[src/hdl/u8d_pkg.sv]
// Package of shared types and constants for the UTF-8 byte stream decoder.
`default_nettype none

package u8d_pkg;

    // Result status codes.
    localparam logic [1:0] ST_OK        = 2'd0;
    localparam logic [1:0] ST_BAD_LEAD  = 2'd1;
    localparam logic [1:0] ST_BAD_CONT  = 2'd2;
    localparam logic [1:0] ST_TRUNCATED = 2'd3;

    // Widths of the decoder fields.
    localparam int unsigned CP_W    = 31;
    localparam int unsigned REM_W   = 3;
    localparam int unsigned BYTE_W  = 8;
    localparam int unsigned CONT_W  = 6;

    // Payload mask of a lead byte, indexed by its count of continuation bytes.
    localparam logic [BYTE_W-1:0] LEAD_MASK [0:5] = '{
        8'b0111_1111, 8'b0001_1111, 8'b0000_1111,
        8'b0000_0111, 8'b0000_0011, 8'b0000_0001
    };

    // Decoder state carried from one byte to the next.
    typedef struct packed {
        logic [CP_W-1:0]  acc;
        logic [REM_W-1:0] remaining;
        logic             halted;
    } t_state;

    // One result transaction.
    typedef struct packed {
        logic [CP_W-1:0] code_point;
        logic [1:0]      status;
        logic            text_done;
    } t_result;

    // Everything the decoder works out for one byte.
    typedef struct packed {
        t_state  next_state;
        logic    emit;
        t_result result;
    } t_step;

endpackage

`default_nettype wire

[src/hdl/u8d_if.sv]
// Handshake interfaces for the byte input and the code point output channels.
`default_nettype none

interface u8d_byte_if;
    logic       valid;
    logic       ready;
    logic [7:0] byte_value;
    logic       last_byte;

    modport source (output valid, output byte_value, output last_byte, input ready);
    modport sink   (input valid, input byte_value, input last_byte, output ready);
endinterface

interface u8d_cp_if;
    logic        valid;
    logic        ready;
    logic [30:0] code_point;
    logic [1:0]  status;
    logic        text_done;

    modport source (output valid, output code_point, output status, output text_done,
                    input ready);
    modport sink   (input valid, input code_point, input status, input text_done,
                    output ready);
endinterface

`default_nettype wire

[src/hdl/u8d_decode.sv]
// Combinational decode of one byte against the current decoder state.
`default_nettype none

module u8d_decode import u8d_pkg::*; (
    input  t_state            i_state,
    input  logic [BYTE_W-1:0] i_byte,
    input  logic              i_last,
    output t_step             o_step
);

    logic [REM_W-1:0]  w_extra;
    logic              w_bad_lead;
    logic              w_cont_ok;
    logic [BYTE_W-1:0] w_lead_bits;
    logic [CP_W-1:0]   w_acc;
    logic [REM_W-1:0]  w_rem;
    logic              w_fail;
    logic [1:0]        w_fail_status;

    // Count of continuation bytes announced by a lead byte.
    always_comb begin
        w_bad_lead = 1'b0;
        unique case (i_byte) inside
            8'b0???_????: w_extra = 3'd0;
            8'b10??_????: w_extra = 3'd0;
            8'b110?_????: w_extra = 3'd1;
            8'b1110_????: w_extra = 3'd2;
            8'b1111_0???: w_extra = 3'd3;
            8'b1111_10??: w_extra = 3'd4;
            8'b1111_110?: w_extra = 3'd5;
            default: begin
                w_extra    = 3'd0;
                w_bad_lead = 1'b1;
            end
        endcase
    end

    assign w_lead_bits = i_byte & LEAD_MASK[w_extra];
    assign w_cont_ok   = (i_byte[7:6] == 2'b10);

    // State update and result selection.
    always_comb begin
        o_step        = '0;
        o_step.next_state = i_state;
        w_acc         = i_state.acc;
        w_rem         = i_state.remaining;
        w_fail        = 1'b0;
        w_fail_status = ST_OK;

        if (i_state.halted) begin
            // Bytes are dropped until the end of the text rearms the decoder.
            if (i_last) begin
                o_step.next_state = '0;
            end
        end else begin
            if (i_state.remaining == '0) begin
                if (w_bad_lead) begin
                    w_fail        = 1'b1;
                    w_fail_status = ST_BAD_LEAD;
                end else begin
                    w_acc = {{(CP_W-BYTE_W){1'b0}}, w_lead_bits};
                    w_rem = w_extra;
                end
            end else begin
                if (!w_cont_ok) begin
                    w_fail        = 1'b1;
                    w_fail_status = ST_BAD_CONT;
                end else begin
                    w_acc = {i_state.acc[CP_W-CONT_W-1:0], i_byte[CONT_W-1:0]};
                    w_rem = i_state.remaining - 3'd1;
                end
            end

            // A text that ends with bytes still owed is truncated.
            if (!w_fail && (w_rem != '0) && i_last) begin
                w_fail        = 1'b1;
                w_fail_status = ST_TRUNCATED;
            end

            if (w_fail) begin
                o_step.emit              = 1'b1;
                o_step.result.code_point = '0;
                o_step.result.status     = w_fail_status;
                o_step.result.text_done  = i_last;
                o_step.next_state.acc       = '0;
                o_step.next_state.remaining = '0;
                o_step.next_state.halted    = !i_last;
            end else if (w_rem != '0) begin
                o_step.next_state.acc       = w_acc;
                o_step.next_state.remaining = w_rem;
                o_step.next_state.halted    = 1'b0;
            end else begin
                o_step.emit              = 1'b1;
                o_step.result.code_point = w_acc;
                o_step.result.status     = ST_OK;
                o_step.result.text_done  = i_last;
                o_step.next_state        = '0;
            end
        end
    end

endmodule

`default_nettype wire

[src/hdl/u8d_out_stage.sv]
// Result register that drives the output channel.
`default_nettype none

module u8d_out_stage import u8d_pkg::*; (
    input  logic          i_clk,
    input  logic          i_rst_n,
    input  logic          i_load,
    input  t_result       i_result,
    output logic          o_free,
    u8d_cp_if.source      o_out
);

    logic    r_valid;
    t_result r_result;

    // The register can take a new result when empty or when drained this cycle.
    assign o_free = !r_valid || o_out.ready;

    // Valid flag.
    always_ff @(posedge i_clk) begin
        if (!i_rst_n) begin
            r_valid <= 1'b0;
        end else if (o_free) begin
            r_valid <= i_load;
        end
    end

    // Payload.
    always_ff @(posedge i_clk) begin
        if (i_load) begin
            r_result <= i_result;
        end
    end

    assign o_out.valid      = r_valid;
    assign o_out.code_point = r_result.code_point;
    assign o_out.status     = r_result.status;
    assign o_out.text_done  = r_result.text_done;

endmodule

`default_nettype wire

[src/hdl/utf8_byte_stream_decoder.sv]
// Top level of the UTF-8 byte stream decoder.
//
//   channel  direction  payload                                 handshake
//   i_in     in         byte_value[7:0], last_byte              valid / ready
//   o_out    out        code_point[30:0], status[1:0], text_done valid / ready
//
// Each byte passes an input register, combinational decode logic and then a
// result register, which presents its result on the output channel.
// One byte is taken per cycle while the result register drains every cycle.
// A byte that completes no code point and shows no error gives no result.
// A stalled output holds its result; the input register then holds one byte.
// Synchronous reset empties both registers and clears the decoder state.
`default_nettype none

module utf8_byte_stream_decoder import u8d_pkg::*; (
    input  logic      i_clk,
    input  logic      i_rst_n,
    u8d_byte_if.sink  i_in,
    u8d_cp_if.source  o_out
);

    logic              r_in_valid;
    logic [BYTE_W-1:0] r_in_byte;
    logic              r_in_last;
    t_state            r_state;
    t_step             w_step;
    logic              w_out_free;
    logic              w_advance;

    // A byte moves on when the result register has room for its result.
    assign w_advance  = r_in_valid && w_out_free;
    assign i_in.ready = !r_in_valid || w_advance;

    // Input register.
    always_ff @(posedge i_clk) begin
        if (!i_rst_n) begin
            r_in_valid <= 1'b0;
        end else if (i_in.ready) begin
            r_in_valid <= i_in.valid;
        end
    end

    always_ff @(posedge i_clk) begin
        if (i_in.valid && i_in.ready) begin
            r_in_byte <= i_in.byte_value;
            r_in_last <= i_in.last_byte;
        end
    end

    // Decoder state, updated once per byte.
    always_ff @(posedge i_clk) begin
        if (!i_rst_n) begin
            r_state <= '0;
        end else if (w_advance) begin
            r_state <= w_step.next_state;
        end
    end

    u8d_decode u_decode (
        .i_state (r_state),
        .i_byte  (r_in_byte),
        .i_last  (r_in_last),
        .o_step  (w_step)
    );

    u8d_out_stage u_out (
        .i_clk    (i_clk),
        .i_rst_n  (i_rst_n),
        .i_load   (w_advance && w_step.emit),
        .i_result (w_step.result),
        .o_free   (w_out_free),
        .o_out    (o_out)
    );

endmodule

`default_nettype wire

[src/flat_wrapper.sv]
// flat-port wrapper written by rule: the top's interface ports become plain ports
module utf8_byte_stream_decoder_flat import u8d_pkg::*;
  (i_clk, i_rst_n, i_in_valid, i_in_byte_value, i_in_last_byte, i_in_ready, o_out_valid, o_out_code_point, o_out_status, o_out_text_done, o_out_ready);
  u8d_byte_if i_in_i ();
  u8d_cp_if o_out_i ();
  input  logic i_clk;
  input  logic i_rst_n;
  input wire logic [$bits(i_in_i.valid)-1:0] i_in_valid;
  input wire logic [$bits(i_in_i.byte_value)-1:0] i_in_byte_value;
  input wire logic [$bits(i_in_i.last_byte)-1:0] i_in_last_byte;
  output wire logic [$bits(i_in_i.ready)-1:0] i_in_ready;
  output wire logic [$bits(o_out_i.valid)-1:0] o_out_valid;
  output wire logic [$bits(o_out_i.code_point)-1:0] o_out_code_point;
  output wire logic [$bits(o_out_i.status)-1:0] o_out_status;
  output wire logic [$bits(o_out_i.text_done)-1:0] o_out_text_done;
  input wire logic [$bits(o_out_i.ready)-1:0] o_out_ready;
  assign i_in_i.valid = i_in_valid;
  assign i_in_i.byte_value = i_in_byte_value;
  assign i_in_i.last_byte = i_in_last_byte;
  assign i_in_ready = i_in_i.ready;
  assign o_out_valid = o_out_i.valid;
  assign o_out_code_point = o_out_i.code_point;
  assign o_out_status = o_out_i.status;
  assign o_out_text_done = o_out_i.text_done;
  assign o_out_i.ready = o_out_ready;
  utf8_byte_stream_decoder u_core (.i_clk(i_clk), .i_rst_n(i_rst_n), .i_in(i_in_i), .o_out(o_out_i));
endmodule
[config.mk]
export PLATFORM = sky130hd
export DESIGN_NAME = utf8_byte_stream_decoder_flat
export DESIGN_NICKNAME = d
export VERILOG_FILES = /design/src/hdl/u8d_pkg.sv /design/src/hdl/u8d_if.sv /design/src/hdl/u8d_decode.sv /design/src/hdl/u8d_out_stage.sv /design/src/hdl/utf8_byte_stream_decoder.sv /design/src/flat_wrapper.sv
export SDC_FILE = /design/constraint.sdc
export NUM_CORES = 1
export LEC_CHECK = 0
export BUFFER_PORTS_ARGS = -buffer_cell sky130_fd_sc_hd__buf_2
export CAP_MARGIN = 10
export CORE_MARGIN = 2
export CORE_UTILIZATION = 25
export CTS_CLUSTER_SIZE = 40
export DETAILED_ROUTE_END_ITERATION = 8
export HOLD_SLACK_MARGIN = 0.05
export PLACE_DENSITY = 0.44
export SLEW_MARGIN = 20
export SYNTH_ARGS = -nofsm -noshare
export SYNTH_HDL_FRONTEND = slang
export SYNTH_HIERARCHICAL = 1
export SYNTH_SLANG_ARGS = --single-unit
[constraint.sdc]
create_clock -name i_clk -period 8.85 [get_ports i_clk]
set_input_delay 0.4425 -clock i_clk [delete_from_list [all_inputs] [get_ports i_clk]]
set_output_delay 0.4425 -clock i_clk [all_outputs]
set_load 0.05 [all_outputs]
# == Word level (Yosys, flattened, before mapping) ==
# Memories as Yosys holds them, arrays and structs flattened.
# Cells that the tools add are included.
# classes
n_addsub,1
n_mul,0
div_mod_pow,0
magnitude_cmp,1
eq_ne,7
n_shift,0
n_mux,26
bitwise,3
n_reduce_logical,16
# op_table
operator,n
2-to-1 mux 35 bit,5
2-to-1 mux 31 bit,3
2-to-1 mux 70 bit,1
2-to-1 mux 8 bit,2
one-hot mux 3 bit (5 select lines),1
2-to-1 mux 3 bit,4
AND 8 bit,1
== test 7 bit (second input constant),1
2-to-1 mux 1 bit,7
OR reduction 7 bit,1
== test 6 bit (second input constant),1
2-to-1 mux 2 bit,3
== test 5 bit (second input constant),1
logical AND 1 bit,5
== test 4 bit (second input constant),1
>= comparator 4 bit (second input constant),1
zero test 1 bit,4
inverter 3 -> 4 bit,1
== test 3 bit (second input constant),1
zero test 3 bit,1
nonzero test 3 bit,1
OR reduction 3 bit,1
subtractor 3 x 1 -> 3 bit (second input constant),1
== test 2 bit (second input constant),1
other kinds (4),5
# word_totals
register_bits,80
latchBits,0
ram_bits,0
romBits,64
input_bits,13
out_inout_bits,36
elab_cells,65
n_memories,1
# mem_list
memory,depth,width,rd,rd_ports_with_merged_regs,wr,line,rtl
(name not given),8,8,1,0,0,u8d_decode.sv:38,assign w_lead_bits = i_byte & LEAD_MASK[w_extra];

# == Logic depth before layout (Yosys ltp) ==
# logic_depth
word_depth,13
depth_mapped,12
ltp_nobuf,11

# == Modules after synthesis ==
# Netlist, hierarchy kept.
# modules_own_cells
module,instances,cells_per_inst,area_each_um2,seq_area_each_um2
utf8_byte_stream_decoder,1,176,1808.0,991.0
u8d_decode,1,163,1077.3,0.0
u8d_out_stage,1,38,1069.8,1041.0

# == Worst setup path before layout ==
# OpenSTA, ideal clock, no wires.
# synth_timing
kind,register to register
startpoint,register u_core/r_state[1] (netlist name)
endpoint,"register u_core.u_out.r_result (netlist bit u_core/u_out/o_out.code_point[0]), enable pin"
setup_time_ns,0.395
arrival_time_ns,2.881
t_required_ns,8.455
path_slack_ns,5.573
path_stages_with_launch,11
n_path_buf,1
synth_period_minus_slack_ns,3.277
path_cell_list,dfxtp_1 > inv_1 > ha_1 > ha_1 > nand4_1 > or2_1 > o22ai_4 > or3_4 > buf_6 > a21oi_1 > and3_1
# synth_rtl
item,line,rtl
"start, declared",utf8_byte_stream_decoder.sv:25,t_state r_state;
"start signal, assigned",utf8_byte_stream_decoder.sv:55,r_state <= w_step.next_state;
"end signal, assigned",u8d_out_stage.sv:31,r_result <= i_result;
"end, declared",u8d_out_stage.sv:14,t_result r_result;

==> metrics.txt <==
status=finished, final reports clean; Clock Tree Root=clkbuf_16; die height=125 um; PortBufs=48; RSZ-0062 raised after global routing=false; CORE AREA=14400 um^2; Req. time, crit path=8.84 ns; GRT Util Overall=0.119; maximum buffer depth of the clock tree=2; hold buffer count at CTS=0; Final WS setup=5.62 ns; wire length on met2=4080 um; initial antenna violation count=0; Final Setup Violations=0; CTS buffer count=9; CTS tree=built; drt first pass iters=4; critical path's most frequent cell=ha_1; top sig layer=met4; Final Skew=0.0109 ns; starting density of the core=0.255; Clock Sinks=74; routed wire length=9130 um; H-tree depth=3; vias in the first global route=2654; Overflow after GRT=0; post-route minimum period=3.23 ns; critical-path maximum fanout=35; Maximum Capacitance Violations=0; Crit. End Element=flop; Filler cells=1515; total power=0.000838 W; drt initial violations=235; Ys Warns=6; startpoint types=flop; share of cells above drive strength 1=0.274; Slew HR=0.323; setup TNS=0 ns; Mapped Cells=347; final hold viol count=0; P_leak=1.58 nW; Slew Viols, Final=0; VDD IR max=0.0628 mV; Slew @ Worst Pin=1.02 ns; I/O pin total=49; Post-route DRC=0; floorplan row count=44; first-pass GRT wire length=15000 um; die area=15700 um^2; hold crit path type=input pin to flop; # nets final=390; n_diodes=0; drt wl/cell=16.2 um; cell area after synthesis=3670 um^2; fmax=0.310 GHz; Die X=125 um; Antenna Nets Post-Route=0; crit path cell chain=inv_1 > ha_1 > ha_1 > nand4_1 > o22ai_1 > nor2_1 > a21oi_1 > and3_1 > buf_4; total vias in the final route=2711; hold_ws=0.281 ns; syn_area_per_cell=10.6 um^2; clk_lat worst skew=0.34 ns; Tcrit/Tclk final=0.365; largest net degree at the start of global routing=61; power per cell area=197 nW/um^2; Post-Place Setup Slack=5.60 ns; M1 wire length=4500 um; syn nets=362; WP data arrival=3.22 ns; DP Wirelength=5800 um; Setup CP Type=flop to flop; WL met3=423 um; post-CTS resize count=0; setup repair bufs after CTS=0; Area Overhead vs Synth=15.8%; drt via density=4.81; Max stage delay cell, worst path=o22ai_1; Final GP Congestion=0.815; clk slew on worst S/H paths=0.06 ns; CP peak stage delay=0.62 ns
registers in the layout, indices dropped and copies added, names as in the netlist:
signal,flops
u_core/r_in_byte,8
u_core/u_out/o_out.code_point,31
u_core/u_out/o_out.text_done,1
u_core/u_out/o_out.valid,1
u_core/r_in_valid,1
u_core/r_in_last,1
u_core/u_out/o_out.status,2
u_core/r_state,29
per-stage QoR:
stage          area, um^2   util  instances
2_1_floorplan        3670      -        347
3_3_place_gp         3960  0.274        548
3_5_place_dp         3960  0.274        548
4_1_cts              4260  0.295        564
5_1_grt              4260  0.295        564
6_report             4260  0.295        564
report_power, final:
part	total, W	leakage, nW	switching, W	internal, W
Sequential	0.000384	0.656	0.00000700	0.000377
Clock	0.000366	0.139	0.000146	0.000219
Combinational	0.0000887	0.789	0.0000689	0.0000198
Total	0.000838	1.58	0.000222	0.000616
cell type report:
cell class	instances	area (um^2)	area share
flip-flops and latches	74	1910	0.449
multi-input cells	231	1520	0.357
repair buffers	52	270	0.0635
well taps	184	230	0.0541
clock buffers	10	229	0.0538
clock inverters	6	67.6	0.0159
inverters	7	26.3	0.00617
routing by layer:
| layer | track usage | up-vias |
|---|---|---|
| met4 | 0.0484 | 0 |
| met5 | 0 | - |
| li1 | - | 1348 |
| met2 | 0.173 | 64 |
| met1 | 0.171 | 1292 |
| met3 | 0.0278 | 7 |
placed cells by master (no fill, tap or decap), types with 3 or more instances in the layout:
cell type and n:
o21ai_0 9, and3_1 26, inv_1 7, and2_1 3, nor2_1 17, nand4_1 31, a21oi_1 3, o21ai_2 25
o31ai_1 3, a31oi_1 3, nand2_1 43, a22oi_1 3, dfxtp_1 31, clkbuf_16 9, edfxtp_1 43, a22o_1 18
nor3_1 6, nor2b_1 3, nand2b_1 4, buf_4 4, buf_2 48
path summary, 6_finish.rpt:
| check | start | endpoint | slack, ns | cells past startpoint |
|---|---|---|---|---|
| max reg2reg | u_core/r_state[2]$_SDFFE_PN0P_ | u_core/u_out/o_out.code_point[30]$_DFFE_PP_ | 5.62 | 9 |
| min reg2reg | u_core/r_state[27]$_SDFFE_PN0P_ | u_core/r_state[27]$_SDFFE_PN0P_ | 0.48 | 2 |
| max | u_core/r_state[2]$_SDFFE_PN0P_ | u_core/u_out/o_out.code_point[30]$_DFFE_PP_ | 5.62 | 9 |
| min | i_in_last_byte | u_core/r_in_last$_DFFE_PP_ | 0.28 | 1 |
worst max-delay path: cells and delay by family, from the launching register on:
kind,cells,cell delay (ns)
buf+inv,2,0.47
flops,1,0.34
compound gates,2,0.79
simple gates,3,0.60
fa+ha+maj,2,0.64
(Power assumes the default switching activity.)
